==> src/design/cdq_pkg.sv <==
// ----------------------------------------------------------------------------
// cdq_pkg
// Shared types and constants for the circular deque unit.
// ----------------------------------------------------------------------------
package cdq_pkg;

    localparam int VALUE_W = 32;
    localparam int COUNT_W = 5;
    localparam int KIND_W  = 3;
    localparam int CAP_W   = 5;

    localparam logic [CAP_W-1:0] CAP_RESET = 5'd16;

    typedef enum logic [KIND_W-1:0] {
        KIND_PUSH_FRONT = 3'd0,
        KIND_PUSH_BACK  = 3'd1,
        KIND_POP_FRONT  = 3'd2,
        KIND_POP_BACK   = 3'd3,
        KIND_PEEK       = 3'd4
    } kind_t;

    typedef struct packed {
        logic [VALUE_W-1:0] front_value;
        logic [VALUE_W-1:0] back_value;
        logic [COUNT_W-1:0] count;
        logic               is_empty;
        logic               overflow;
        logic               underflow;
    } res_t;

endpackage

==> src/design/circular_deque_unit.sv <==
// ----------------------------------------------------------------------------
// circular_deque_unit
// Double-ended queue in a circular buffer with a programmable capacity.
//
//   channel  handshake             payload
//   -------  --------------------  -------------------------------------------
//   in       in_valid / in_ready   kind, value
//   out      out_valid / out_ready front_value, back_value, count, is_empty,
//                                  overflow, underflow
//   cfg      cfg_valid / cfg_ready capacity
//
// One item per cycle while out is not stalled; each result passes through the
// registered storage read and result stage, then the output queue.
// A capacity write empties the deque; cfg_ready is always high.
// Reset empties the deque and sets capacity to 16; no clearing pass.
// Stalls on out drop in_ready once the two-entry output queue would fill.
// ----------------------------------------------------------------------------
module circular_deque_unit
    import cdq_pkg::*;
#(
    parameter int DEPTH = 16
)
(
    input  logic               clk,
    input  logic               rst_n,
    input  logic               in_valid,
    output logic               in_ready,
    input  logic [KIND_W-1:0]  kind,
    input  logic [VALUE_W-1:0] value,
    output logic               out_valid,
    input  logic               out_ready,
    output logic [VALUE_W-1:0] front_value,
    output logic [VALUE_W-1:0] back_value,
    output logic [COUNT_W-1:0] count,
    output logic               is_empty,
    output logic               overflow,
    output logic               underflow,
    input  logic               cfg_valid,
    output logic               cfg_ready,
    input  logic [CAP_W-1:0]   capacity
);

    logic acc;
    logic s_valid;
    res_t s_res;
    res_t out_res;
    logic space;

    assign cfg_ready = 1'b1;
    assign in_ready  = space;
    assign acc       = in_valid && in_ready;

    cdq_core #(
        .DEPTH (DEPTH)
    ) u_core (
        .clk     (clk),
        .rst_n   (rst_n),
        .acc     (acc),
        .kind    (kind),
        .value   (value),
        .cfg_we  (cfg_valid && cfg_ready),
        .cfg_cap (capacity),
        .s_valid (s_valid),
        .s_res   (s_res)
    );

    cdq_out_fifo u_out_fifo (
        .clk       (clk),
        .rst_n     (rst_n),
        .push      (s_valid),
        .push_res  (s_res),
        .space     (space),
        .out_valid (out_valid),
        .out_ready (out_ready),
        .out_res   (out_res)
    );

    assign front_value = out_res.front_value;
    assign back_value  = out_res.back_value;
    assign count       = out_res.count;
    assign is_empty    = out_res.is_empty;
    assign overflow    = out_res.overflow;
    assign underflow   = out_res.underflow;

endmodule

==> src/design/cdq_core.sv <==
// ----------------------------------------------------------------------------
// cdq_core
// Deque state, storage memory and result stage. One operation per cycle.
// ----------------------------------------------------------------------------
module cdq_core
    import cdq_pkg::*;
#(
    parameter int DEPTH = 16
)
(
    input  logic               clk,
    input  logic               rst_n,
    input  logic               acc,
    input  logic [KIND_W-1:0]  kind,
    input  logic [VALUE_W-1:0] value,
    input  logic               cfg_we,
    input  logic [CAP_W-1:0]   cfg_cap,
    output logic               s_valid,
    output res_t               s_res
);

    localparam int AW = $clog2(DEPTH);
    localparam int CW = $clog2(DEPTH + 1);
    localparam int EW = (CW > CAP_W) ? CW : CAP_W;

    logic [VALUE_W-1:0] mem [DEPTH];

    logic [CAP_W-1:0] cap_reg;
    logic [AW-1:0]    head_reg, head_next;
    logic [AW-1:0]    tail_reg, tail_next;
    logic [CW-1:0]    cnt_reg, cnt_next;
    logic             s_valid_reg;
    logic             ovf_reg, ovf_next;
    logic             unf_reg, unf_next;

    logic [VALUE_W-1:0] rd_front_reg, rd_back_reg, wval_reg;
    logic               byp_front_reg, byp_back_reg;

    logic [EW-1:0] cap_ext, eff_cap, cnt_ext;
    logic [AW-1:0] last_idx;
    logic          full, empty;
    logic          we;
    logic [AW-1:0] wa;

    assign cap_ext  = EW'(cap_reg);
    assign eff_cap  = (cap_ext == '0) ? EW'(1) :
                      (cap_ext > EW'(DEPTH)) ? EW'(DEPTH) : cap_ext;
    assign last_idx = AW'(eff_cap - EW'(1));
    assign cnt_ext  = EW'(cnt_reg);
    assign full     = cnt_ext >= eff_cap;
    assign empty    = (cnt_reg == '0);

    always_comb
    begin
        head_next = head_reg;
        tail_next = tail_reg;
        cnt_next  = cnt_reg;
        ovf_next  = 1'b0;
        unf_next  = 1'b0;
        we        = 1'b0;
        wa        = '0;
        if (acc)
        begin
            case (kind_t'(kind)) inside
                KIND_PUSH_FRONT, KIND_PUSH_BACK:
                begin
                    if (full)
                    begin
                        ovf_next = 1'b1;
                    end
                    else if (empty)
                    begin
                        head_next = '0;
                        tail_next = '0;
                        cnt_next  = CW'(1);
                        we        = 1'b1;
                        wa        = '0;
                    end
                    else if (kind_t'(kind) == KIND_PUSH_FRONT)
                    begin
                        head_next = (head_reg == '0) ? last_idx : head_reg - AW'(1);
                        cnt_next  = cnt_reg + CW'(1);
                        we        = 1'b1;
                        wa        = head_next;
                    end
                    else
                    begin
                        tail_next = (tail_reg == last_idx) ? '0 : tail_reg + AW'(1);
                        cnt_next  = cnt_reg + CW'(1);
                        we        = 1'b1;
                        wa        = tail_next;
                    end
                end
                KIND_POP_FRONT, KIND_POP_BACK:
                begin
                    if (empty)
                    begin
                        unf_next = 1'b1;
                    end
                    else if (head_reg == tail_reg)
                    begin
                        head_next = '0;
                        tail_next = '0;
                        cnt_next  = '0;
                    end
                    else if (kind_t'(kind) == KIND_POP_FRONT)
                    begin
                        head_next = (head_reg == last_idx) ? '0 : head_reg + AW'(1);
                        cnt_next  = cnt_reg - CW'(1);
                    end
                    else
                    begin
                        tail_next = (tail_reg == '0) ? last_idx : tail_reg - AW'(1);
                        cnt_next  = cnt_reg - CW'(1);
                    end
                end
                default:
                begin
                end
            endcase
        end
    end

    always_ff @(posedge clk or negedge rst_n)
    begin
        if (!rst_n)
        begin
            cap_reg     <= CAP_RESET;
            head_reg    <= '0;
            tail_reg    <= '0;
            cnt_reg     <= '0;
            s_valid_reg <= 1'b0;
            ovf_reg     <= 1'b0;
            unf_reg     <= 1'b0;
        end
        else
        begin
            s_valid_reg <= acc;
            ovf_reg     <= ovf_next;
            unf_reg     <= unf_next;
            if (cfg_we)
            begin
                cap_reg  <= cfg_cap;
                head_reg <= '0;
                tail_reg <= '0;
                cnt_reg  <= '0;
            end
            else
            begin
                head_reg <= head_next;
                tail_reg <= tail_next;
                cnt_reg  <= cnt_next;
            end
        end
    end

    // storage with registered reads at the new ends; same-cycle write is bypassed
    always_ff @(posedge clk)
    begin
        if (we)
        begin
            mem[wa] <= value;
        end
        rd_front_reg  <= mem[head_next];
        rd_back_reg   <= mem[tail_next];
        byp_front_reg <= we && (wa == head_next);
        byp_back_reg  <= we && (wa == tail_next);
        wval_reg      <= value;
    end

    assign s_valid           = s_valid_reg;
    assign s_res.front_value = empty ? '0 : (byp_front_reg ? wval_reg : rd_front_reg);
    assign s_res.back_value  = empty ? '0 : (byp_back_reg ? wval_reg : rd_back_reg);
    assign s_res.count       = cnt_ext[COUNT_W-1:0];
    assign s_res.is_empty    = empty;
    assign s_res.overflow    = ovf_reg;
    assign s_res.underflow   = unf_reg;

    a_cnt_le_cap: assert property (@(posedge clk) disable iff (!rst_n)
        cnt_ext <= eff_cap)
        else $error("count exceeds capacity");

    a_ovf_holds: assert property (@(posedge clk) disable iff (!rst_n)
        (acc && !cfg_we && full &&
         (kind_t'(kind) == KIND_PUSH_FRONT || kind_t'(kind) == KIND_PUSH_BACK))
        |=> (cnt_reg == $past(cnt_reg)) && ovf_reg)
        else $error("refused push changed count");

    a_unf_empty: assert property (@(posedge clk) disable iff (!rst_n)
        (s_valid_reg && unf_reg) |-> empty)
        else $error("underflow on non-empty deque");

    a_idx_range: assert property (@(posedge clk) disable iff (!rst_n)
        !empty |-> (EW'(head_reg) < eff_cap) && (EW'(tail_reg) < eff_cap))
        else $error("index beyond capacity");

endmodule

==> src/design/cdq_out_fifo.sv <==
// ----------------------------------------------------------------------------
// cdq_out_fifo
// Two-entry result queue decoupling the result stage from the output port.
// ----------------------------------------------------------------------------
module cdq_out_fifo
    import cdq_pkg::*;
(
    input  logic clk,
    input  logic rst_n,
    input  logic push,
    input  res_t push_res,
    output logic space,
    output logic out_valid,
    input  logic out_ready,
    output res_t out_res
);

    res_t       ent [2];
    logic       wr_ptr_reg, rd_ptr_reg;
    logic [1:0] cnt_reg;
    logic       pop;
    logic [2:0] occ;

    assign out_valid = (cnt_reg != 2'd0);
    assign pop       = out_valid && out_ready;
    assign out_res   = ent[rd_ptr_reg];

    // room for one more item in flight through the result stage
    assign occ   = 3'(cnt_reg) + 3'(push);
    assign space = occ <= (3'(pop) + 3'd1);

    always_ff @(posedge clk or negedge rst_n)
    begin
        if (!rst_n)
        begin
            wr_ptr_reg <= 1'b0;
            rd_ptr_reg <= 1'b0;
            cnt_reg    <= 2'd0;
        end
        else
        begin
            if (push)
            begin
                wr_ptr_reg <= ~wr_ptr_reg;
            end
            if (pop)
            begin
                rd_ptr_reg <= ~rd_ptr_reg;
            end
            cnt_reg <= 2'(3'(cnt_reg) + 3'(push) - 3'(pop));
        end
    end

    always_ff @(posedge clk)
    begin
        if (push)
        begin
            ent[wr_ptr_reg] <= push_res;
        end
    end

endmodule
==> config.mk <==
export PLATFORM = sky130hd
export DESIGN_NAME = circular_deque_unit
export DESIGN_NICKNAME = d
export VERILOG_FILES = /design/src/design/cdq_pkg.sv /design/src/design/circular_deque_unit.sv /design/src/design/cdq_core.sv /design/src/design/cdq_out_fifo.sv
export SDC_FILE = /design/constraint.sdc
export NUM_CORES = 1
export LEC_CHECK = 0
export BUFFER_PORTS_ARGS = -buffer_cell sky130_fd_sc_hd__buf_2
export CORE_MARGIN = 2
export CORE_UTILIZATION = 57
export CTS_CLUSTER_DIAMETER = 50
export DETAILED_ROUTE_END_ITERATION = 16
export GPL_TIMING_DRIVEN = 1
export PLACE_DENSITY = 0.71
export SKIP_LAST_GASP = 1
export SLEW_MARGIN = 20
export SYNTH_ARGS = -nofsm -noshare
export SYNTH_HDL_FRONTEND = slang
export SYNTH_SLANG_ARGS = --single-unit
==> constraint.sdc <==
create_clock -name clk -period 6.35 [get_ports clk]
set_input_delay 0.635 -clock clk [delete_from_list [all_inputs] [get_ports clk]]
set_output_delay 0.635 -clock clk [all_outputs]
set_load 0.01 [all_outputs]
==> results of run 1 <==
final timing paths:
check,from,to,depth (start not counted)
worst min-delay path,rst_n,u_core.head_reg[0]$_DFF_PN0_,1
worst max-delay path,u_out_fifo.cnt_reg[1]$_DFF_PN0_,u_core.rd_back_reg[28]$_DFF_P_,13
worst max register to register,u_out_fifo.cnt_reg[1]$_DFF_PN0_,u_core.rd_back_reg[28]$_DFF_P_,13
worst min register to register,u_core.unf_reg$_DFF_PN0_,u_out_fifo.ent[0][0]$_DFFE_PP_,0
max in group asynchronous,rst_n,u_out_fifo.rd_ptr_reg$_DFFE_PN0P_,1
min in group clk,capacity[4],u_core.cap_ext[4]$_DFFE_PN1P_,3
power groups by stage:
stage	registers [mW]	clock network [mW]	logic (mW)
finish	6.79	5.22	7.65
global route	6.84	5.50	8.10
CTS	6.79	5.28	7.52
detailed placement	6.90	0	7.50
global placement	6.86	0	7.34
floorplan	6.72	0	5.10
area by class of cell:
cell class | count | area share
Clock buffer | 114 | 0.0638
Inverter | 18 | 0.00173
Sequential cell | 779 | 0.571
Antenna cell | 1 | 0.0000641
Tap cell | 782 | 0.0251
Timing Repair Buffer | 180 | 0.0319
Clock inverter | 55 | 0.0140
Multi-Input combinational cell | 1464 | 0.292
kinds of logic (layout without fill, tap and decap cells):
| group | after synthesis | after routing | synth area share |
|---|---|---|---|
| flip-flops | 779 | 779 | 0.648 |
| multiplexers | 527 | 527 | 0.157 |
| AO/OA/AOI/OAI | 478 | 478 | 0.0970 |
| AND/OR/NAND/NOR | 420 | 420 | 0.0598 |
| buffers and inverters | 200 | 367 | 0.0249 |
| XOR/XNOR | 21 | 21 | 0.00615 |
| adder cells (fa/ha/maj) | 17 | 17 | 0.00640 |
| other | 1 | 2 | 0.000109 |
placed cells by master (no fill, tap or decap), types with 16 or more instances in the layout:
cell type | synthesis | layout
a21oi_1 | 139 | 139
a221oi_1 | 131 | 131
buf_2 | 44 | 119
buf_4 | 2 | 45
clkbuf_16 | 0 | 95
clkinv_2 | 0 | 16
dfrtp_1 | 24 | 23
dfxtp_1 | 98 | 96
edfxtp_1 | 656 | 656
ha_1 | 16 | 16
inv_1 | 17 | 17
mux2_2 | 109 | 109
mux2i_1 | 418 | 418
nand2_1 | 157 | 157
nor2_1 | 107 | 96
o21ai_0 | 18 | 18
o22ai_1 | 99 | 99
o2bb2ai_1 | 32 | 32
or4_1 | 67 | 67
worst max-delay path, stage by stage, from the launching register on:
cell and delay, ns:
dfrtp_1 0.40, or2_2 0.32, nand2_1 0.14, inv_1 0.10, fa_1 0.57, o311a_1 0.41, o21ai_1 0.56, nor2_1 0.17
a21oi_1 0.25, o221a_2 0.38, o21ba_2 0.20, or2b_2 0.93, o22ai_1 0.18, or4_1 0.58
layer usage:
layer | vias up | part of all wire | GRT usage
li1 | 9817 | - | -
met1 | 11300 | 0.43 | 0.433
met2 | 1222 | 0.46 | 0.453
met3 | 170 | 0.088 | 0.0509
met4 | 2 | 0.025 | 0.0948
met5 | - | 0.00018 | 0
==> results.yml, run 1 <==
yosys:
  syn_area_per_cell_um2: 14.1
  yosysMostFrequentCell: "edfxtp_1"
  synthTopCellsByArea: "edfxtp_1 57%, mux2i_1 12%, dfxtp_1 5.7%"
  synth_top_area_cell: "edfxtp_1"
  synth_common_cells: "656 x edfxtp_1, 418 x mux2i_1, 157 x nand2_1, 139 x a21oi_1, 131 x a221oi_1"
  async_flop_share: 0.0321
  syn_inst: 2443
  synth_top_area_share: 0.573
  ys_types: 81
  netlist_area_um2: 34400
  synth-seq-area-share: 0.648
  ys.flop_type: "edfxtp_1"
  synth_nets: 2505
  yosysWarnings: 0
  ys_seq_elements: 779
  synth_edf_count: 656
sta:
  finalWorstSetupSlack_ns: 1.03
  fin_crit_ns: 5.32
  final-hold-violation-count: 0
  max_freq_mhz: 188
  setup_viol: 0
  rsz0062_at_grt: "false"
  slew_headroom: 0.230
  slew_violations: 0
  hold_ws_ns: 0.0273
  fin_crit_sh: 0.838
  worst_pin_slew_ns: 1.16
  clock_skew_ns: 0.0233
  fin_setup_tns_ns: 0
place:
  place_congestion: 0.899
  place_ws_ns: 1.15
  placement.io_buffers: 118
  dp_hpwl_um: 54200
  place_area_um2: 36000
  dp_cells: 3222
clock_tree:
  worst_skew_pair.late_latency_ns: 0.65
  cts_root_buf: "clkbuf_16"
  postCtsSetupBuffers: 0
  cts.sinks: 779
  cts_tree: "built"
  cts_buffers: 90
  cts_hold_buf: 0
  clk_pin_slew_ns: 0.06
  clockBufferDepth: 3
  htreeDepth: 3
  cts-resized-gates: 0
global_route:
  grt_pass1_vias: 22100
  antenna_found_initial: 3
  grt_max_degree: 164
  grt_pass1_wl_um: 138000
  gr-usage-all-layers: 0.295
  grt_overflow: 0
route:
  drc: 0
  firstDrtPassIters: 5
  routed_wirelength_um: 93300
  drtIter0Drc: 2588
  num_vias: 22500
  drt-vias-per-instance: 6.63
  post_drt_wl_per_cell_um: 27.5
  antenna_left: 0
finish:
  final_cells: 3393
  largest_reg_flops: 512
  final_layout_size_suffix_gt1_frac: 0.186
  nNetsFinal: 2595
  top_regs: "u_core.mem (512), u_out_fifo.ent (144)"
  syn_to_final_growth_pct: 13.5
  multi_input_area_um2: 11400
  fin_area_um2: 39000
  largest-register: "u_core.mem"
  seq_area_um2: 22300
  utilization: 0.650
  fill_cells: 4339
power:
  pwr_density_cell_nw_per_um2: 504
  switching_share: 0.375
  p_int_mw: 12.3
  p_seq_frac: 0.346
  vdd_drop_max_mv: 0.497
  p_clk_frac: 0.265
  p_sw_mw: 7.37
  total_power_mw: 19.7
  p_comb_frac: 0.389
  power.leakage_nw: 15.8
critical_path:
  cp.required_ns: 6.86
  cp-end-kind: "register"
  r2r_slack_ns: 1.03
  start_kind: "register"
  critPathMaxFanout: 32
  critical_path_arrival_ns: 5.83
  crit_type: "register to register"
floorplan:
  ios: 120
  die_area_um2: 62300
  core_area_um2: 60000
  initial_core_util: 0.573
  die_w_um: 250
  rows: 90
  fp.dieH_um: 250
outcome:
  status: "complete, no violations"
worst_hold_path:
  min_path_type: "input pin to async pin"
job:
  maxCapViolations: 0
Power figures use the tool's default switching activity.
==> run 2: changes to the inputs <==
==> constraint.sdc (replaced) <==
create_clock -name clk -period 5.5 [get_ports clk]
set_input_delay 0.55 -clock clk [delete_from_list [all_inputs] [get_ports clk]]
set_output_delay 0.55 -clock clk [all_outputs]
set_load 0.01 [all_outputs]
==> run 2 against run 1 <==
  * Clock power increased by 8.0%
  * First-iteration DRC count increased by 9.3%
  * Power increased by 16%
  * Highest routed layer unchanged
  * Largest power group unchanged
==> results.yml, run 2 (synthesis gave the netlist of run 1 again) <==
outcome:
  status: "complete, no violations"
route:
  drt-vias-per-instance: 6.65
  antenna_left: 0
  num_vias: 22500
  drc: 0
  routed_wirelength_um: 94400
  drtIter0Drc: 2828
  post_drt_wl_per_cell_um: 27.9
  firstDrtPassIters: 6
power:
  power.leakage_nw: 15.8
  vdd_drop_max_mv: 0.532
  pwr_density_cell_nw_per_um2: 582
clock_tree:
  postCtsSetupBuffers: 0
  htreeDepth: 3
  cts-resized-gates: 0
  clk_pin_slew_ns: 0.06
  cts_buffers: 80
  cts.sinks: 779
  cts_tree: "built"
  cts_root_buf: "clkbuf_16"
  clockBufferDepth: 3
  worst_skew_pair.late_latency_ns: 0.63
worst_hold_path:
  min_path_cells: 3
  min_path_type: "input pin to register"
critical_path:
  crit_type: "register to register"
  start_kind: "register"
  cp.required_ns: 5.98
  critPathMaxFanout: 32
  reg2regPathDepth: 13
  critical_path_arrival_ns: 5.37
  cp-end-kind: "register"
floorplan:
  core_area_um2: 60000
  fp.dieH_um: 250
  initial_core_util: 0.573
  ios: 120
  rows: 90
  die_area_um2: 62300
  die_w_um: 250
sta:
  slew_headroom: 0.370
  final-hold-violation-count: 0
  setup_viol: 0
  slew_violations: 0
  clock_skew_ns: 0.0278
  max_freq_mhz: 205
  fin_crit_sh: 0.889
  worst_pin_slew_ns: 0.945
  rsz0062_at_grt: "false"
  fin_setup_tns_ns: 0
  fin_crit_ns: 4.89
place:
  dp_hpwl_um: 53100
  place_congestion: 0.889
  placement.io_buffers: 118
  place_area_um2: 36200
global_route:
  grt_pass1_wl_um: 139000
  antenna_found_initial: 8
  busiest_layer: "met2"
  grt_overflow: 0
  grt_max_degree: 83
  grtUsageMet1: 0.417
  met2_usage: 0.476
  grt_pass1_vias: 21800
  gr-usage-all-layers: 0.300
  grt_use_met3: 0.0536
finish:
  largest-register: "u_core.mem"
  layout.cells.most_common: "edfxtp_1"
  final_layout_size_suffix_gt1_frac: 0.178
  top_regs: "u_core.mem (512), u_out_fifo.ent (144)"
  layout_common_cells: "656 x edfxtp_1, 418 x mux2i_1, 157 x nand2_1, 139 x a21oi_1, 131 x a221oi_1"
  fin_area_um2: 39000
  fill_cells: 4314
  largest_reg_flops: 512
  nNetsFinal: 2591
  syn_to_final_growth_pct: 13.4
job:
  maxCapViolations: 0
## run 2: changes by cell type in the layout (fill, tap and decap cells not counted), sizes merged
| cell | delta |
|---|---|
| inv | -7 |
| diode | +1 |
| bufinv | +3 |
| dlygate4sd3 | +1 |
| clkinvlp | -8 |
| clkinv | -6 |
| clkbuf | -3 |
| buf | +5 |
## run 2: metrics by stage
step / std cells / hold WS (ns) / power, mW / setup slack [ns] / utilization
after global routing: 3379 / 0.155 / 23.5 / 0.355 / 0.650
after floorplan: 2443 / 0.254 / 13.6 / 0.0620 / -
after global placement: 3226 / 0.429 / 16.8 / 0.634 / 0.603
final: 3379 / 0.158 / 22.7 / 0.611 / 0.650
after detailed placement: 3227 / 0.442 / 17.0 / 0.595 / 0.604
after CTS: 3376 / 0.137 / 22.6 / 0.577 / 0.650
## run 2: worst max-delay path, cell delays in order (launching register included)
cell and delay [ns]:
dfrtp_1 0.42, or4_1 0.59, nand2_1 0.16, inv_1 0.09, ha_1 0.19, inv_1 0.10
xnor3_1 0.39, a211o_1 0.38, o311a_1 0.39, a311oi_2 0.27, or2_1 0.31, nand3b_4 0.69
o22ai_1 0.21, or4_1 0.53
## run 2: layer usage
layer | share of wire | routed length (um)
met5 | 0.00060 | 57
met4 | 0.034 | 3250
met3 | 0.091 | 8560
met2 | 0.46 | 43800
met1 | 0.41 | 38700
## run 2: worst paths after layout
check | start | endpoint | slack [ns]
worst max-delay path | u_core.cap_ext[1]$_DFFE_PN0P_ | u_core.rd_back_reg[7]$_DFF_P_ | 0.61
worst min-delay path | capacity[4] | u_core.cap_ext[4]$_DFFE_PN1P_ | 0.16
worst max register to register | u_core.cap_ext[1]$_DFFE_PN0P_ | u_core.rd_back_reg[7]$_DFF_P_ | 0.61
worst min register to register | u_core.unf_reg$_DFF_PN0_ | u_out_fifo.ent[1][0]$_DFFE_PP_ | 0.46
max in group asynchronous | rst_n | u_out_fifo.rd_ptr_reg$_DFFE_PN0P_ | 4.52
min in group asynchronous | rst_n | u_core.cap_ext[1]$_DFFE_PN0P_ | 0.50
## run 2: power by group
group | switching (mW) | internal, mW | leakage, nW
clock | 2.26 | 3.37 | 1.36
combinational | 5.78 | 3.41 | 7.28
sequential | 0.435 | 7.46 | 7.12
## run 2: area by class of cell
class,instances,area [um2],share of cell area
diodes,2,5.00,0.000128
flip-flops and latches,779,22300,0.572
clock inverters,37,449,0.0115
clock buffers,111,2300,0.0591
inverters,18,67.6,0.00173
repair buffers,186,1480,0.0379
multi-input cells,1464,11400,0.293
well taps,782,978,0.0251
## run 2: what timing repair did
action	4_1_cts	5_1_grt
setup endpoints to repair	0	0
hold buffers	1	0
hold endpoints to repair	24	0
==> run 3: changes to the inputs <==
--- a/config.mk
+++ b/config.mk
@@ -6,6 +6,7 @@
 export NUM_CORES = 1
 export LEC_CHECK = 0
 export BUFFER_PORTS_ARGS = -buffer_cell sky130_fd_sc_hd__buf_2
+export CORE_ASPECT_RATIO = 0.8
 export CORE_MARGIN = 2
 export CORE_UTILIZATION = 57
 export CTS_CLUSTER_DIAMETER = 50
==> run 3 against run 2 <==
  * Maximum frequency decreased by 4.9%
  * Combinational power is 1% lower
  * Non-clock buffer count grew 5
  * Sequential share of layout area grew 0.41 points
  * Clock power decreased by 7.1%
  * Cell area down 0.74%
  * Worst hold slack better by 0.014 ns
  * Global-route usage decreased by 0.53 points
  * Sequential power decreased by 0.9%
  * Die area about the same
  * Flip-flop and latch count unchanged
  * First-iteration DRC count decreased by 3.0%
  * Largest power group unchanged
==> results.yml, run 3 (synthesis gave the netlist of run 1 again) <==
outcome:
  status: "complete, no violations"
finish:
  fill_cells: 4297
  syn_to_final_growth_pct: 12.6
  largest_reg_flops: 512
  top_regs: "u_core.mem (512), u_out_fifo.ent (144)"
  layout.cells.most_common: "edfxtp_1"
  nNetsFinal: 2596
  layout_common_cells: "656 x edfxtp_1, 418 x mux2i_1, 157 x nand2_1, 139 x a21oi_1, 131 x a221oi_1"
  largest-register: "u_core.mem"
  final_cells: 3380
  final_layout_size_suffix_gt1_frac: 0.176
power:
  power.leakage_nw: 15.6
  p_sw_mw: 8.36
  switching_share: 0.377
  total_power_mw: 22.2
  p_int_mw: 13.8
  p_comb_frac: 0.410
  p_clk_frac: 0.236
  vdd_drop_max_mv: 0.458
  pwr_density_cell_nw_per_um2: 572
  p_seq_frac: 0.354
sta:
  finalWorstSetupSlack_ns: 0.359
  fin_crit_sh: 0.935
  final-hold-violation-count: 0
  setup_viol: 0
  rsz0062_at_grt: "false"
  max_freq_mhz: 194
  worst_pin_slew_ns: 0.929
  hold_ws_ns: 0.172
  clock_skew_ns: 0.0214
  slew_headroom: 0.381
  slew_violations: 0
  fin_setup_tns_ns: 0
  fin_crit_ns: 5.14
floorplan:
  ios: 120
  rows: 80
  fp.dieH_um: 224
  core_area_um2: 59700
  die_w_um: 279
  die_area_um2: 62300
  initial_core_util: 0.576
route:
  routed_wirelength_um: 92400
  num_vias: 22500
  firstDrtPassIters: 8
  drtIter0Drc: 2742
  drt-vias-per-instance: 6.65
  drc: 0
  antenna_left: 0
  post_drt_wl_per_cell_um: 27.3
global_route:
  grt_overflow: 0
  grt_max_degree: 93
  grt_pass1_vias: 22000
  gr-usage-all-layers: 0.294
  grt_pass1_wl_um: 137000
  antenna_found_initial: 3
clock_tree:
  postCtsSetupBuffers: 0
  clockBufferDepth: 3
  worst_skew_pair.late_latency_ns: 0.63
  cts_buffers: 80
  cts.sinks: 779
  cts_tree: "built"
  cts_root_buf: "clkbuf_16"
  clk_pin_slew_ns: 0.06
  htreeDepth: 3
critical_path:
  cp.required_ns: 5.99
  start_kind: "register"
  cp-end-kind: "register"
  rr_startpoint: "u_out_fifo.cnt_reg[1]$_DFF_PN0_"
  r2r-end: "u_core.rd_front_reg[31]$_DFF_P_"
  reg2regPathDepth: 13
  r2r_slack_ns: 0.36
  critPathMaxFanout: 20
  critical_path_arrival_ns: 5.63
  crit_type: "register to register"
worst_hold_path:
  min_from: "capacity[2]"
  min_path_type: "input pin to register"
  min_path_cells: 2
  hold_path_end: "u_core.cap_ext[2]$_DFFE_PN0P_"
place:
  placement.io_buffers: 118
  dp_hpwl_um: 53100
  place_ws_ns: 0.517
  place_congestion: 0.929
  dp_cells: 3229
job:
  maxCapViolations: 0
run 3: metrics by stage:
step                instance area (um2)  utilization
floorplan                         34400            -
global placement                  36200        0.606
detailed placement                36200        0.606
CTS                               38700        0.649
global route                      38700        0.649
finish                            38700        0.649
run 3: final cells by class:
| cell class | count | area [um2] | share of cell area |
|---|---|---|---|
| Sequential cell | 779 | 22300 | 0.576 |
| Multi-Input combinational cell | 1464 | 11400 | 0.295 |
| Clock buffer | 121 | 2300 | 0.0594 |
| Timing Repair Buffer | 191 | 1430 | 0.0368 |
| Tap cell | 779 | 975 | 0.0252 |
| Clock inverter | 27 | 228 | 0.00588 |
| Inverter | 18 | 67.6 | 0.00175 |
| Antenna cell | 1 | 2.50 | 0.0000646 |
run 3: power groups by stage:
| stage | Clock [mW] | Sequential (mW) | Combinational [mW] |
|---|---|---|---|
| after floorplan | 0 | 7.75 | 5.89 |
| after global placement | 0 | 7.92 | 8.72 |
| after detailed placement | 0 | 7.96 | 8.89 |
| after CTS | 5.30 | 7.84 | 8.94 |
| after global routing | 5.54 | 7.91 | 9.58 |
| final | 5.24 | 7.83 | 9.08 |
run 3: how the worst max path moves through the flow:
stage                                    start                               to  slack (ns)
3_5_place_dp   u_out_fifo.cnt_reg[1]$_DFF_PN0_  u_core.rd_front_reg[31]$_DFF_P_        0.52
5_1_grt        u_out_fifo.cnt_reg[1]$_DFF_PN0_  u_core.rd_front_reg[30]$_DFF_P_        0.13
4_1_cts        u_out_fifo.cnt_reg[1]$_DFF_PN0_  u_core.rd_front_reg[31]$_DFF_P_        0.47
2_1_floorplan    u_core.cap_ext[1]$_DFFE_PN0P_      u_core.mem[15][0]$_DFFE_PP_        0.06
3_3_place_gp   u_out_fifo.cnt_reg[1]$_DFF_PN0_   u_core.rd_back_reg[31]$_DFF_P_        0.64
6_report       u_out_fifo.cnt_reg[1]$_DFF_PN0_  u_core.rd_front_reg[31]$_DFF_P_        0.36
run 3: timing repair:
item                                    in CTS  in global routing
endpoints found under the setup margin       0                  0
hold buffers                                 1                  0
gates resized for setup                      0                  0
hold endpoints to repair                    24                  0
run 3: layer usage:
metal,up-vias,part of all wire,GRT usage
met5,-,0.00025,0
met4,4,0.031,0.101
met3,192,0.10,0.0670
met2,1243,0.46,0.448
met1,11200,0.41,0.421
li1,9842,-,-
run 3: worst max-delay path, stage by stage, from the launching register on:
cell	delay, ns
dfrtp_1	0.40
or2_2	0.31
nand2_1	0.13
inv_1	0.09
fa_1	0.57
nor4bb_1	0.42
nor2_1	0.18
a21oi_1	0.64
a21oi_1	0.20
nor3_1	0.51
or2_2	0.63
buf_12	0.30
a221oi_1	0.10
or4_1	0.51
